$ cat config.mk
export PLATFORM = sky130hd
export DESIGN_NAME = heater_thermostat_interlock
export DESIGN_NICKNAME = d
export VERILOG_FILES = /design/src/rtl/hti_pkg.sv /design/src/rtl/hti_front.sv /design/src/rtl/hti_queue.sv /design/src/rtl/hti_back.sv /design/src/rtl/heater_thermostat_interlock.sv
export SDC_FILE = /design/constraint.sdc
export NUM_CORES = 1
export LEC_CHECK = 0
export BUFFER_PORTS_ARGS = -buffer_cell sky130_fd_sc_hd__buf_2
export CAP_MARGIN = 0
export CORE_MARGIN = 10
export CORE_UTILIZATION = 30
export CTS_BUF_LIST = sky130_fd_sc_hd__clkbuf_8
export DETAILED_ROUTE_END_ITERATION = 8
export PLACE_DENSITY = 0.52
export SLEW_MARGIN = 20
export SYNTH_ARGS = -nofsm -noshare
export SYNTH_HDL_FRONTEND = slang
export SYNTH_HIERARCHICAL = 1
export SYNTH_SLANG_ARGS = --single-unit
$ cat constraint.sdc
create_clock -name clk -period 11.76 [get_ports clk]
set_input_delay 1.176 -clock clk [delete_from_list [all_inputs] [get_ports clk]]
set_output_delay 1.176 -clock clk [all_outputs]
set_load 0.01 [all_outputs]
$ cat src/rtl/hti_pkg.sv
// Package for the heater thermostat interlock: command codes, queue entry type,
// arithmetic constants and the glass window check.
// No dependencies; imported by every module of the block.
package hti_pkg;

  localparam int VAL_W = 13;
  localparam int SP_W  = 8;
  localparam int CMD_W = 3;

  localparam logic [CMD_W-1:0] CMD_PHONE   = 3'd0;
  localparam logic [CMD_W-1:0] CMD_DIAL    = 3'd1;
  localparam logic [CMD_W-1:0] CMD_FRONT   = 3'd2;
  localparam logic [CMD_W-1:0] CMD_BACK    = 3'd3;
  localparam logic [CMD_W-1:0] CMD_AMBIENT = 3'd4;

  localparam logic signed [VAL_W-1:0] DIAL_READ_ERR = -13'sd1;

  // floor(c / 10) = (c * 6554) >> 16 for c < 4096
  localparam int              CNT_W       = 12;
  localparam logic [12:0]     DIV10_RECIP = 13'd6554;
  localparam int              DIV10_SHIFT = 16;
  localparam int              Q_W         = 9;
  // floor(10*q*max / 1800) = floor(q*max / 180) = (x * 186414) >> 25 for x < 2^17
  localparam int              X_W          = Q_W + SP_W;
  localparam logic [17:0]     DIV180_RECIP = 18'd186414;
  localparam int              DIV180_SHIFT = 25;
  localparam int              NRAW_W       = 10;

  localparam logic [SP_W-1:0] DIAL_HYST     = 8'd2;
  localparam logic [SP_W-1:0] MAX_SP_RESET  = 8'd30;
  localparam logic signed [VAL_W-1:0] GLASS_LOW  = -13'sd50;
  localparam logic signed [VAL_W-1:0] GLASS_HIGH = 13'sd40;

  localparam int QDEPTH = 2;
  localparam int QPTR_W = (QDEPTH > 1) ? $clog2(QDEPTH) : 1;
  localparam int QCNT_W = $clog2(QDEPTH + 1);

  typedef enum logic [2:0] {
    OP_NONE,
    OP_PHONE,
    OP_DIAL,
    OP_FRONT,
    OP_BACK,
    OP_AMBIENT
  } op_t;

  typedef struct packed {
    op_t                     op;
    logic signed [VAL_W-1:0] val;
    logic [SP_W-1:0]         dial;
  } entry_t;

  typedef struct packed {
    logic full;
    logic empty;
  } qstat_t;

  function automatic logic glass_ok(input logic signed [VAL_W-1:0] t);
    return (t > GLASS_LOW) && (t < GLASS_HIGH);
  endfunction

endpackage

$ cat src/rtl/hti_front.sv
// Front end: accepts sensor transactions, classifies them and scales dial samples
// in two registered stages before pushing into the queue. Depends on hti_pkg.
module hti_front import hti_pkg::*; (
  input  logic                    clk,
  input  logic                    rst_n,
  input  logic                    in_valid,
  output logic                    in_ready,
  input  logic [CMD_W-1:0]        in_command,
  input  logic signed [VAL_W-1:0] in_value,
  input  logic [SP_W-1:0]         max_setpoint,
  output logic                    push_valid,
  input  logic                    push_ready,
  output entry_t                  push_entry
);

  logic                    v1_r, v2_r;
  op_t                     op1_r, op2_r;
  logic signed [VAL_W-1:0] val1_r, val2_r;
  logic [Q_W-1:0]          q1_r;
  logic [X_W-1:0]          x2_r;

  op_t                     op_nxt;
  logic [CNT_W-1:0]        cnt;
  logic [24:0]             prod10;
  logic [X_W-1:0]          x_nxt;
  logic [34:0]             prod180;
  logic [NRAW_W-1:0]       nraw;
  logic                    en2;

  // Classify the command; a dial read error turns into a no-op.
  always_comb begin
    case (in_command)
      CMD_PHONE:   op_nxt = OP_PHONE;
      CMD_DIAL:    op_nxt = (in_value == DIAL_READ_ERR) ? OP_NONE : OP_DIAL;
      CMD_FRONT:   op_nxt = OP_FRONT;
      CMD_BACK:    op_nxt = OP_BACK;
      CMD_AMBIENT: op_nxt = OP_AMBIENT;
      default:     op_nxt = OP_NONE;
    endcase
  end

  // Negative counts clamp to zero, then divide by ten.
  assign cnt    = in_value[VAL_W-1] ? '0 : in_value[CNT_W-1:0];
  assign prod10 = 25'(cnt) * 25'(DIV10_RECIP);

  assign x_nxt = X_W'(q1_r) * X_W'(max_setpoint);

  assign prod180 = 35'(x2_r) * 35'(DIV180_RECIP);
  assign nraw    = prod180[DIV180_SHIFT +: NRAW_W];

  assign en2      = !v2_r || push_ready;
  assign in_ready = !v1_r || en2;

  always_ff @(posedge clk) begin
    if (!rst_n) begin
      v1_r <= 1'b0;
      v2_r <= 1'b0;
    end else begin
      if (in_ready) v1_r <= in_valid;
      if (en2)      v2_r <= v1_r;
    end
    if (in_ready && in_valid) begin
      op1_r  <= op_nxt;
      val1_r <= in_value;
      q1_r   <= prod10[DIV10_SHIFT +: Q_W];
    end
    if (en2 && v1_r) begin
      op2_r  <= op1_r;
      val2_r <= val1_r;
      x2_r   <= x_nxt;
    end
  end

  assign push_valid     = v2_r;
  assign push_entry.op  = op2_r;
  assign push_entry.val = val2_r;
  // Clamp the scaled dial value to the maximum setpoint.
  assign push_entry.dial = (nraw >= NRAW_W'(max_setpoint)) ? max_setpoint : nraw[SP_W-1:0];

endmodule

$ cat src/rtl/hti_queue.sv
// Short queue of classified transactions between front and back end.
// Depends on hti_pkg for the entry type and depth.
module hti_queue import hti_pkg::*; (
  input  logic   clk,
  input  logic   rst_n,
  input  logic   push_valid,
  output logic   push_ready,
  input  entry_t push_entry,
  output logic   pop_valid,
  input  logic   pop_ready,
  output entry_t pop_entry,
  output qstat_t stat
);

  entry_t              mem_r [QDEPTH];
  logic [QPTR_W-1:0]   wr_ptr_r, rd_ptr_r;
  logic [QCNT_W-1:0]   cnt_r;
  logic                push, pop;

  localparam logic [QPTR_W-1:0] LAST = QPTR_W'(QDEPTH - 1);

  assign stat.full  = (cnt_r == QCNT_W'(QDEPTH));
  assign stat.empty = (cnt_r == '0);
  assign push_ready = !stat.full;
  assign pop_valid  = !stat.empty;
  assign pop_entry  = mem_r[rd_ptr_r];
  assign push       = push_valid && push_ready;
  assign pop        = pop_valid && pop_ready;

  always_ff @(posedge clk) begin
    if (!rst_n) begin
      wr_ptr_r <= '0;
      rd_ptr_r <= '0;
      cnt_r    <= '0;
    end else begin
      if (push) wr_ptr_r <= (wr_ptr_r == LAST) ? '0 : wr_ptr_r + 1'b1;
      if (pop)  rd_ptr_r <= (rd_ptr_r == LAST) ? '0 : rd_ptr_r + 1'b1;
      if (push && !pop)      cnt_r <= cnt_r + 1'b1;
      else if (pop && !push) cnt_r <= cnt_r - 1'b1;
    end
    if (push) mem_r[wr_ptr_r] <= push_entry;
  end

endmodule

$ cat src/rtl/hti_back.sv
// Back end: applies queued transactions to the thermostat state and drives the
// result register. Depends on hti_pkg.
module hti_back import hti_pkg::*; (
  input  logic            clk,
  input  logic            rst_n,
  input  logic            pop_valid,
  output logic            pop_ready,
  input  entry_t          pop_entry,
  output logic            out_valid,
  input  logic            out_ready,
  output logic            out_heat_on,
  output logic [SP_W-1:0] out_setpoint,
  output logic            out_dial_changed
);

  logic [SP_W-1:0]         sp_r, sp_nxt;
  logic [SP_W-1:0]         dial_last_r, dial_last_nxt;
  logic signed [VAL_W-1:0] front_r, front_nxt;
  logic signed [VAL_W-1:0] back_r, back_nxt;
  logic signed [VAL_W-1:0] amb_r, amb_nxt;
  logic                    out_valid_r, heat_r, changed_r;
  logic [SP_W-1:0]         diff;
  logic                    changed_nxt, heat_nxt, take;

  assign pop_ready = !out_valid_r || out_ready;
  assign take      = pop_valid && pop_ready;

  assign diff = (pop_entry.dial >= dial_last_r) ? pop_entry.dial - dial_last_r
                                                : dial_last_r - pop_entry.dial;

  always_comb begin
    sp_nxt        = sp_r;
    dial_last_nxt = dial_last_r;
    front_nxt     = front_r;
    back_nxt      = back_r;
    amb_nxt       = amb_r;
    changed_nxt   = 1'b0;
    case (pop_entry.op)
      OP_PHONE:   sp_nxt = pop_entry.val[SP_W-1:0];
      OP_DIAL: begin
        if (diff >= DIAL_HYST) begin
          sp_nxt        = pop_entry.dial;
          dial_last_nxt = pop_entry.dial;
          changed_nxt   = 1'b1;
        end
      end
      OP_FRONT:   front_nxt = pop_entry.val;
      OP_BACK:    back_nxt  = pop_entry.val;
      OP_AMBIENT: amb_nxt   = pop_entry.val;
      default: ;
    endcase
    heat_nxt = glass_ok(front_nxt) && glass_ok(back_nxt) &&
               ($signed({{(VAL_W-SP_W){1'b0}}, sp_nxt}) > amb_nxt);
  end

  always_ff @(posedge clk) begin
    if (!rst_n) begin
      sp_r        <= '0;
      dial_last_r <= '0;
      front_r     <= '0;
      back_r      <= '0;
      amb_r       <= '0;
      out_valid_r <= 1'b0;
    end else begin
      if (take) begin
        sp_r        <= sp_nxt;
        dial_last_r <= dial_last_nxt;
        front_r     <= front_nxt;
        back_r      <= back_nxt;
        amb_r       <= amb_nxt;
        out_valid_r <= 1'b1;
      end else if (out_ready) begin
        out_valid_r <= 1'b0;
      end
    end
    if (take) begin
      heat_r    <= heat_nxt;
      changed_r <= changed_nxt;
    end
  end

  assign out_valid        = out_valid_r;
  assign out_heat_on      = heat_r;
  assign out_setpoint     = sp_r;
  assign out_dial_changed = changed_r;

endmodule

$ cat src/rtl/heater_thermostat_interlock.sv
// Top level of the heater thermostat interlock: config register, front end,
// queue and back end. Depends on hti_pkg, hti_front, hti_queue and hti_back.
//
// Usage:
//   in_*  : one sensor transaction per handshake (in_command tags the sensor,
//           in_value carries a temperature or a raw dial ADC count).
//   out_* : one result transaction per input: heater drive, current setpoint
//           and a flag for a dial sample that moved the setpoint.
//   cfg_* : writes max_setpoint (full-scale dial setpoint and clamp limit);
//           cfg_ready is always high. Write only while the block is idle.
// Path: an accepted transaction passes the two front stages, one queue slot and
//   the back end result register before it is shown on out_valid.
// Throughput: one transaction per cycle sustained while out_ready is high; the
//   three dial scaling multiplies sit in the two front stages and the queue write.
// Reset: rst_n is synchronous, active low. It empties the pipeline and queue,
//   zeroes setpoint, last dial value and all temperatures, and loads
//   max_setpoint with 30.
// Stall: while out_ready is low the result holds; the queue holds up to two
//   transactions and the front stages two more before in_ready drops.
module heater_thermostat_interlock import hti_pkg::*; (
  input  logic                    clk,
  input  logic                    rst_n,
  input  logic                    in_valid,
  output logic                    in_ready,
  input  logic [CMD_W-1:0]        in_command,
  input  logic signed [VAL_W-1:0] in_value,
  output logic                    out_valid,
  input  logic                    out_ready,
  output logic                    out_heat_on,
  output logic [SP_W-1:0]         out_setpoint,
  output logic                    out_dial_changed,
  input  logic                    cfg_valid,
  output logic                    cfg_ready,
  input  logic [SP_W-1:0]         cfg_max_setpoint
);

  logic [SP_W-1:0] max_sp_r;
  logic            push_valid, push_ready, pop_valid, pop_ready;
  entry_t          push_entry, pop_entry;
  qstat_t          q_stat;

  // Config register: always ready, take the write on the handshake.
  assign cfg_ready = 1'b1;

  always_ff @(posedge clk) begin
    if (!rst_n) begin
      max_sp_r <= MAX_SP_RESET;
    end else if (cfg_valid && cfg_ready) begin
      max_sp_r <= cfg_max_setpoint;
    end
  end

  // Classify and scale incoming transactions.
  hti_front u_front (
    .clk          (clk),
    .rst_n        (rst_n),
    .in_valid     (in_valid),
    .in_ready     (in_ready),
    .in_command   (in_command),
    .in_value     (in_value),
    .max_setpoint (max_sp_r),
    .push_valid   (push_valid),
    .push_ready   (push_ready),
    .push_entry   (push_entry)
  );

  // Decouple front from back so either side can stall alone.
  hti_queue u_queue (
    .clk        (clk),
    .rst_n      (rst_n),
    .push_valid (push_valid),
    .push_ready (push_ready),
    .push_entry (push_entry),
    .pop_valid  (pop_valid),
    .pop_ready  (pop_ready),
    .pop_entry  (pop_entry),
    .stat       (q_stat)
  );

  // Update thermostat state and present the result.
  hti_back u_back (
    .clk              (clk),
    .rst_n            (rst_n),
    .pop_valid        (pop_valid),
    .pop_ready        (pop_ready),
    .pop_entry        (pop_entry),
    .out_valid        (out_valid),
    .out_ready        (out_ready),
    .out_heat_on      (out_heat_on),
    .out_setpoint     (out_setpoint),
    .out_dial_changed (out_dial_changed)
  );

  // Never write into a full queue.
  a_no_push_full: assert property (@(posedge clk) disable iff (!rst_n)
    (push_valid && push_ready) |-> !q_stat.full)
    else $error("queue push while full");

  // Never pop from an empty queue.
  a_no_pop_empty: assert property (@(posedge clk) disable iff (!rst_n)
    (pop_valid && pop_ready) |-> !q_stat.empty)
    else $error("queue pop while empty");

  // A pop always lands in a free or draining result register.
  a_pop_slot_free: assert property (@(posedge clk) disable iff (!rst_n)
    (pop_valid && pop_ready) |-> (!out_valid || out_ready))
    else $error("result overwritten before delivery");

  // A pop always produces a result on the next cycle.
  a_pop_result: assert property (@(posedge clk) disable iff (!rst_n)
    (pop_valid && pop_ready) |=> out_valid)
    else $error("popped transaction produced no result");

endmodule
# After elaboration in Yosys (flattened, before gate mapping)
# Memories as Yosys holds them, arrays and structs flattened. A register that Yosys moved wholly into a read port is not among the register bits.
# Cells that the tools add are included.
[word_totals]
regBits = 130
mem_bits_rw = 48
wordCells = 95
mem_count = 1
[classes]
add_sub_neg = 6
mul = 3
magnitude_cmp = 8
n_eq_ne = 11
mux = 21
reduce_logical = 25
[memory_table]
columns = ["name", "depth", "word_bits", "rd", "rd_ports_with_merged_regs", "write_ports", "line_no", "text"]
rows = [
  ["u_queue.mem_r", 2, 24, 1, 1, 1, "hti_queue.sv:15", "entry_t mem_r [QDEPTH];"],
]
[op_table]
columns = ["op", "n"]
rows = [
  ["13-bit two-way mux", 3],
  ["17-bit by 17-bit multiplier with 34-bit output (second input constant)", 1],
  ["13-bit by 7-bit > comparator with 1-bit output (second input constant)", 2],
  ["13-bit by 7-bit less-than comparator with 1-bit output (second input constant)", 2],
  ["12-bit by 12-bit multiplier with 24-bit output (second input constant)", 1],
  ["8-bit two-way mux", 3],
  ["9-bit by 8-bit multiplier with 17-bit output", 1],
  ["8-bit one-hot mux with 2 select lines", 1],
  ["8-bit subtractor", 2],
  ["3-bit one-hot mux with 5 select lines", 1],
  ["13-bit by 1-bit equality test with 1-bit output (second input constant)", 1],
  ["9-bit by 13-bit > comparator with 1-bit output", 1],
  ["3-bit by 2-bit equality test with 1-bit output (second input constant)", 4],
  ["12-bit two-way mux", 1],
  ["10-bit by 8-bit >= comparator with 1-bit output", 1],
  ["1-bit logical AND", 10],
  ["3-bit equality test (second input constant)", 3],
  ["1-bit two-way mux", 9],
  ["8-bit by 2-bit >= comparator with 1-bit output (second input constant)", 1],
  ["8-bit >= comparator", 1],
  ["1-bit logical NOT", 7],
  ["3-bit by 1-bit equality test with 1-bit output (second input constant)", 2],
  ["2-bit two-way mux", 3],
  ["2-bit nonzero test", 2],
  ["other kinds (8)", 11],
]

# Logic depth before layout (Yosys ltp)
[logic_depth]
word_depth = 7
ltp_mapped = 28

# Cells and area by module
# Netlist, hierarchy kept.
[modules_own_cells]
columns = ["mod", "n_inst", "cells_each", "area_per_inst_um2", "seq_area_each_um2"]
rows = [
  ["hti_front", 1, 1100, 11428.5, 1781.7],
  ["hti_back", 1, 444, 3662.3, 1181.1],
  ["hti_queue", 1, 101, 1969.4, 1541.5],
  ["heater_thermostat_interlock", 1, 27, 302.8, 160.2],
]

# Worst setup path before layout
# OpenSTA, ideal clock, no wires.
[synth_timing]
path_type = "register to register"
from = "register u_front.x2_r[7]"
to = "memory u_queue/mem_r[0][1] (netlist name) (data pin)"
setup_time_ps = 262
arrival_time_ps = 6981
setup_slack_ps = 4516
stages_incl_launch_ff = 28
path_cell_list = "edfxtp_1 ha_1 fa_1 inv_1 fa_1 fa_1 inv_1 fa_1 inv_1 fa_1 inv_1 ha_1 a21oi_1 o21ai_0 a211oi_2 a211oi_1 nor2_1 xor2_1 ha_1 nand2b_1 a21o_1 a21o_1 a21o_1 a21o_1 a211oi_2 nor2_1 o32ai_4 mux2_2"
[synth_rtl]
columns = ["element", "line_no", "text"]
rows = [
  ["start: declaration", "hti_front.sv:20", "logic [X_W-1:0] x2_r;"],
  ["start signal: assignment", "hti_front.sv:70", "x2_r <= x_nxt;"],
  ["end: declaration", "hti_queue.sv:15", ""],
]

==> impl_metrics.ini <==
[status]
status = completed

[synthesis]
syn-num-nets = 2154
ys_warn_count = 6
syn_area_per_cell_sq_um = 10.39
syn_area_sq_um = 17360
syn_inst = 1671

[placed_design]
placed_area_sq_um = 18380
place_ws_ns = 3.880
gp_congestion = 0.8883
dpl.hpwl_mm = 31.61
portBuffers = 40

[flow_run]
cap_violations = 0

[floorplan]
die_w_microns = 260.6
die_area_sq_um = 67890
rows = 88
core-area_sq_um = 57480
die_h_microns = 260.6
start_util_pct = 30.20
ioPinCount = 42

[global_routing]
grt_pass1_vias = 12300
antenna_found_initial = 3
grt_max_degree = 45
grt_overflow_total = 0
grt_pass1_wl_mm = 63.77
grt_use_total_pct = 11.62

[clocking]
cts.repair.resized = 0
cts_sinks = 179
cts_setup_buffers = 0
numCtsBuffers = 17
clock_latency_ns = 0.49
tritoncts = built
clk_path_buf_depth = 2
htree_levels = 4
clkTransAtPathRegs_ns = 0.12
holdBufCountCts = 0
root_buffer = clkbuf_8

[setup_path]
cpPeakStageDelay_ns = 0.55
crit_top_cell = fa_1
criticalPathCategory = register to register
reg2reg_from = u_front/x2_r[6]
ff2ff_setup_slack_ns = 3.83
timing.rr.end = u_queue/mem_r[1][7]
cp_slowest_cell = fa_1
end_kind = register
arrival_ns = 8.16
start_kind = register
critical_path.max_fanout = 8
r2r_cells = 27
cp.required_ns = 11.98

[layout]
fillers = 5919
areaGrowthSynthToFinish_pct = 8.303
nNetsFinal = 2180
final_area_sq_um = 18800
layout-drive-gt1-share_pct = 8.421

[timing]
maxSlewHeadroom_pct = 29.53
grt_setup_unrepaired = no
tightest_slew_ns = 1.052
drv_slew = 0
setup_tns_ns = 0
skew_ns = 0.02534
setup_viol = 0
hold_viol_final = 0
holdWs_ns = 0.4306
clock.fmax_mhz = 126.0
fin_crit_ns = 7.934
fin_crit_sh_pct = 67.47
worst_slack_ns = 3.826

[drt]
via_per_inst = 4.731
wl_mm = 38.55
ant_nets = 0
drt-pass1-iter-count = 5
vias = 11710
route.detailed.drc = 0
dr.first_iter.drc_count = 601
avgRoutedWirePerCell_microns = 15.57

[min_path]
holdPathStages = 0
worstHoldStart = u_front/val1_r[12]
hold_end = u_front/val2_r[12]
hp-class = register to register
-- state kept, by name (all words and copies together), names as in the netlist, named ones only --
register,flops
u_queue/rd_ptr_r,1
u_back/dial_last_r,8
u_queue/mem_r,48
u_back/back_r,13
u_front/v1_r,1
u_back/out_heat_on,1
u_queue/wr_ptr_r,1
u_back/out_dial_changed,1
u_front/push_valid,1
u_front/x2_r,17
u_front/op2_r,3
u_back/out_setpoint,8
u_back/out_valid,1
u_queue/cnt_r,2
u_front/val1_r,13
max_sp_r,8
u_front/val2_r,13
u_back/amb_r,13
u_front/op1_r,3
u_front/q1_r,9
u_back/front_r,13
-- layout make-up --
class | instances | area, sq um | area share, %
Clock inverter | 15 | 181.4 | 0.9650
Clock buffer | 17 | 234.0 | 1.245
Sequential cell | 179 | 4664 | 24.81
Antenna cell | 1 | 2.502 | 0.01331
Inverter | 324 | 1217 | 6.475
Timing Repair Buffer | 46 | 245.2 | 1.304
Multi-Input combinational cell | 1129 | 11300 | 60.10
Tap cell | 765 | 957.2 | 5.091
-- per-stage QoR --
step | util [%] | instances
after floorplan | - | 1671
after global placement | 31.98 | 2443
after detailed placement | 31.98 | 2443
after CTS | 32.70 | 2475
after global routing | 32.71 | 2475
final | 32.71 | 2476
-- cells in the final DEF (no fill, tap or decap), types with 15 or more instances in the layout --
cell        n
and2_1     56
nor3_1     17
mux2_2     41
o21ai_0    29
xor2_1     15
buf_2      40
edfxtp_1  108
nand3_1    22
dfxtp_1    71
fa_1      169
a211oi_1   18
mux2i_1    22
nor2_1     51
o21a_1     20
clkbuf_8   17
nor2b_1    21
xnor2_1    23
a21oi_1    73
inv_1     322
ha_1      285
nand2_1   103
-- critical path, delay by kind of cell (launching register included) --
kind	cells	cell delay, ns
XOR/XNOR	1	0.22
AND/OR/NAND/NOR	3	0.42
buffers and inverters	4	0.22
adder cells (fa/ha/maj)	8	3.63
AO/OA/AOI/OAI	10	2.23
flip-flops	1	0.53
multiplexers	1	0.41
-- layer usage --
layer / wire [microns] / track usage (%) / vias up / share of wire, %
met5: 45 / 0 / - / 0.12
li1: - / - / 5658 / -
met1: 18120 / 15.33 / 5848 / 47
met3: 1244 / 1.826 / 45 / 3.2
met2: 18410 / 19.46 / 156 / 48
met4: 724 / 3.100 / 6 / 1.9
-- how the worst max path moves through the flow --
stage | startpoint | to | depth (start not counted)
final | u_front/x2_r[6] | u_queue/mem_r[1][7] | 27
after global routing | u_front/x2_r[6] | u_queue/mem_r[1][3] | 27
after CTS | u_front/x2_r[5] | u_queue/mem_r[1][3] | 27
after detailed placement | u_front/x2_r[7] | u_queue/mem_r[0][3] | 27
after global placement | u_front/x2_r[6] | u_queue/mem_r[0][2] | 27
after floorplan | u_front/x2_r[7] | u_queue/mem_r[0][1] | 27
Power is left out: the tool's default activity adds up to more than one toggle a clock period on the data nets, which glitch-free logic cannot reach.
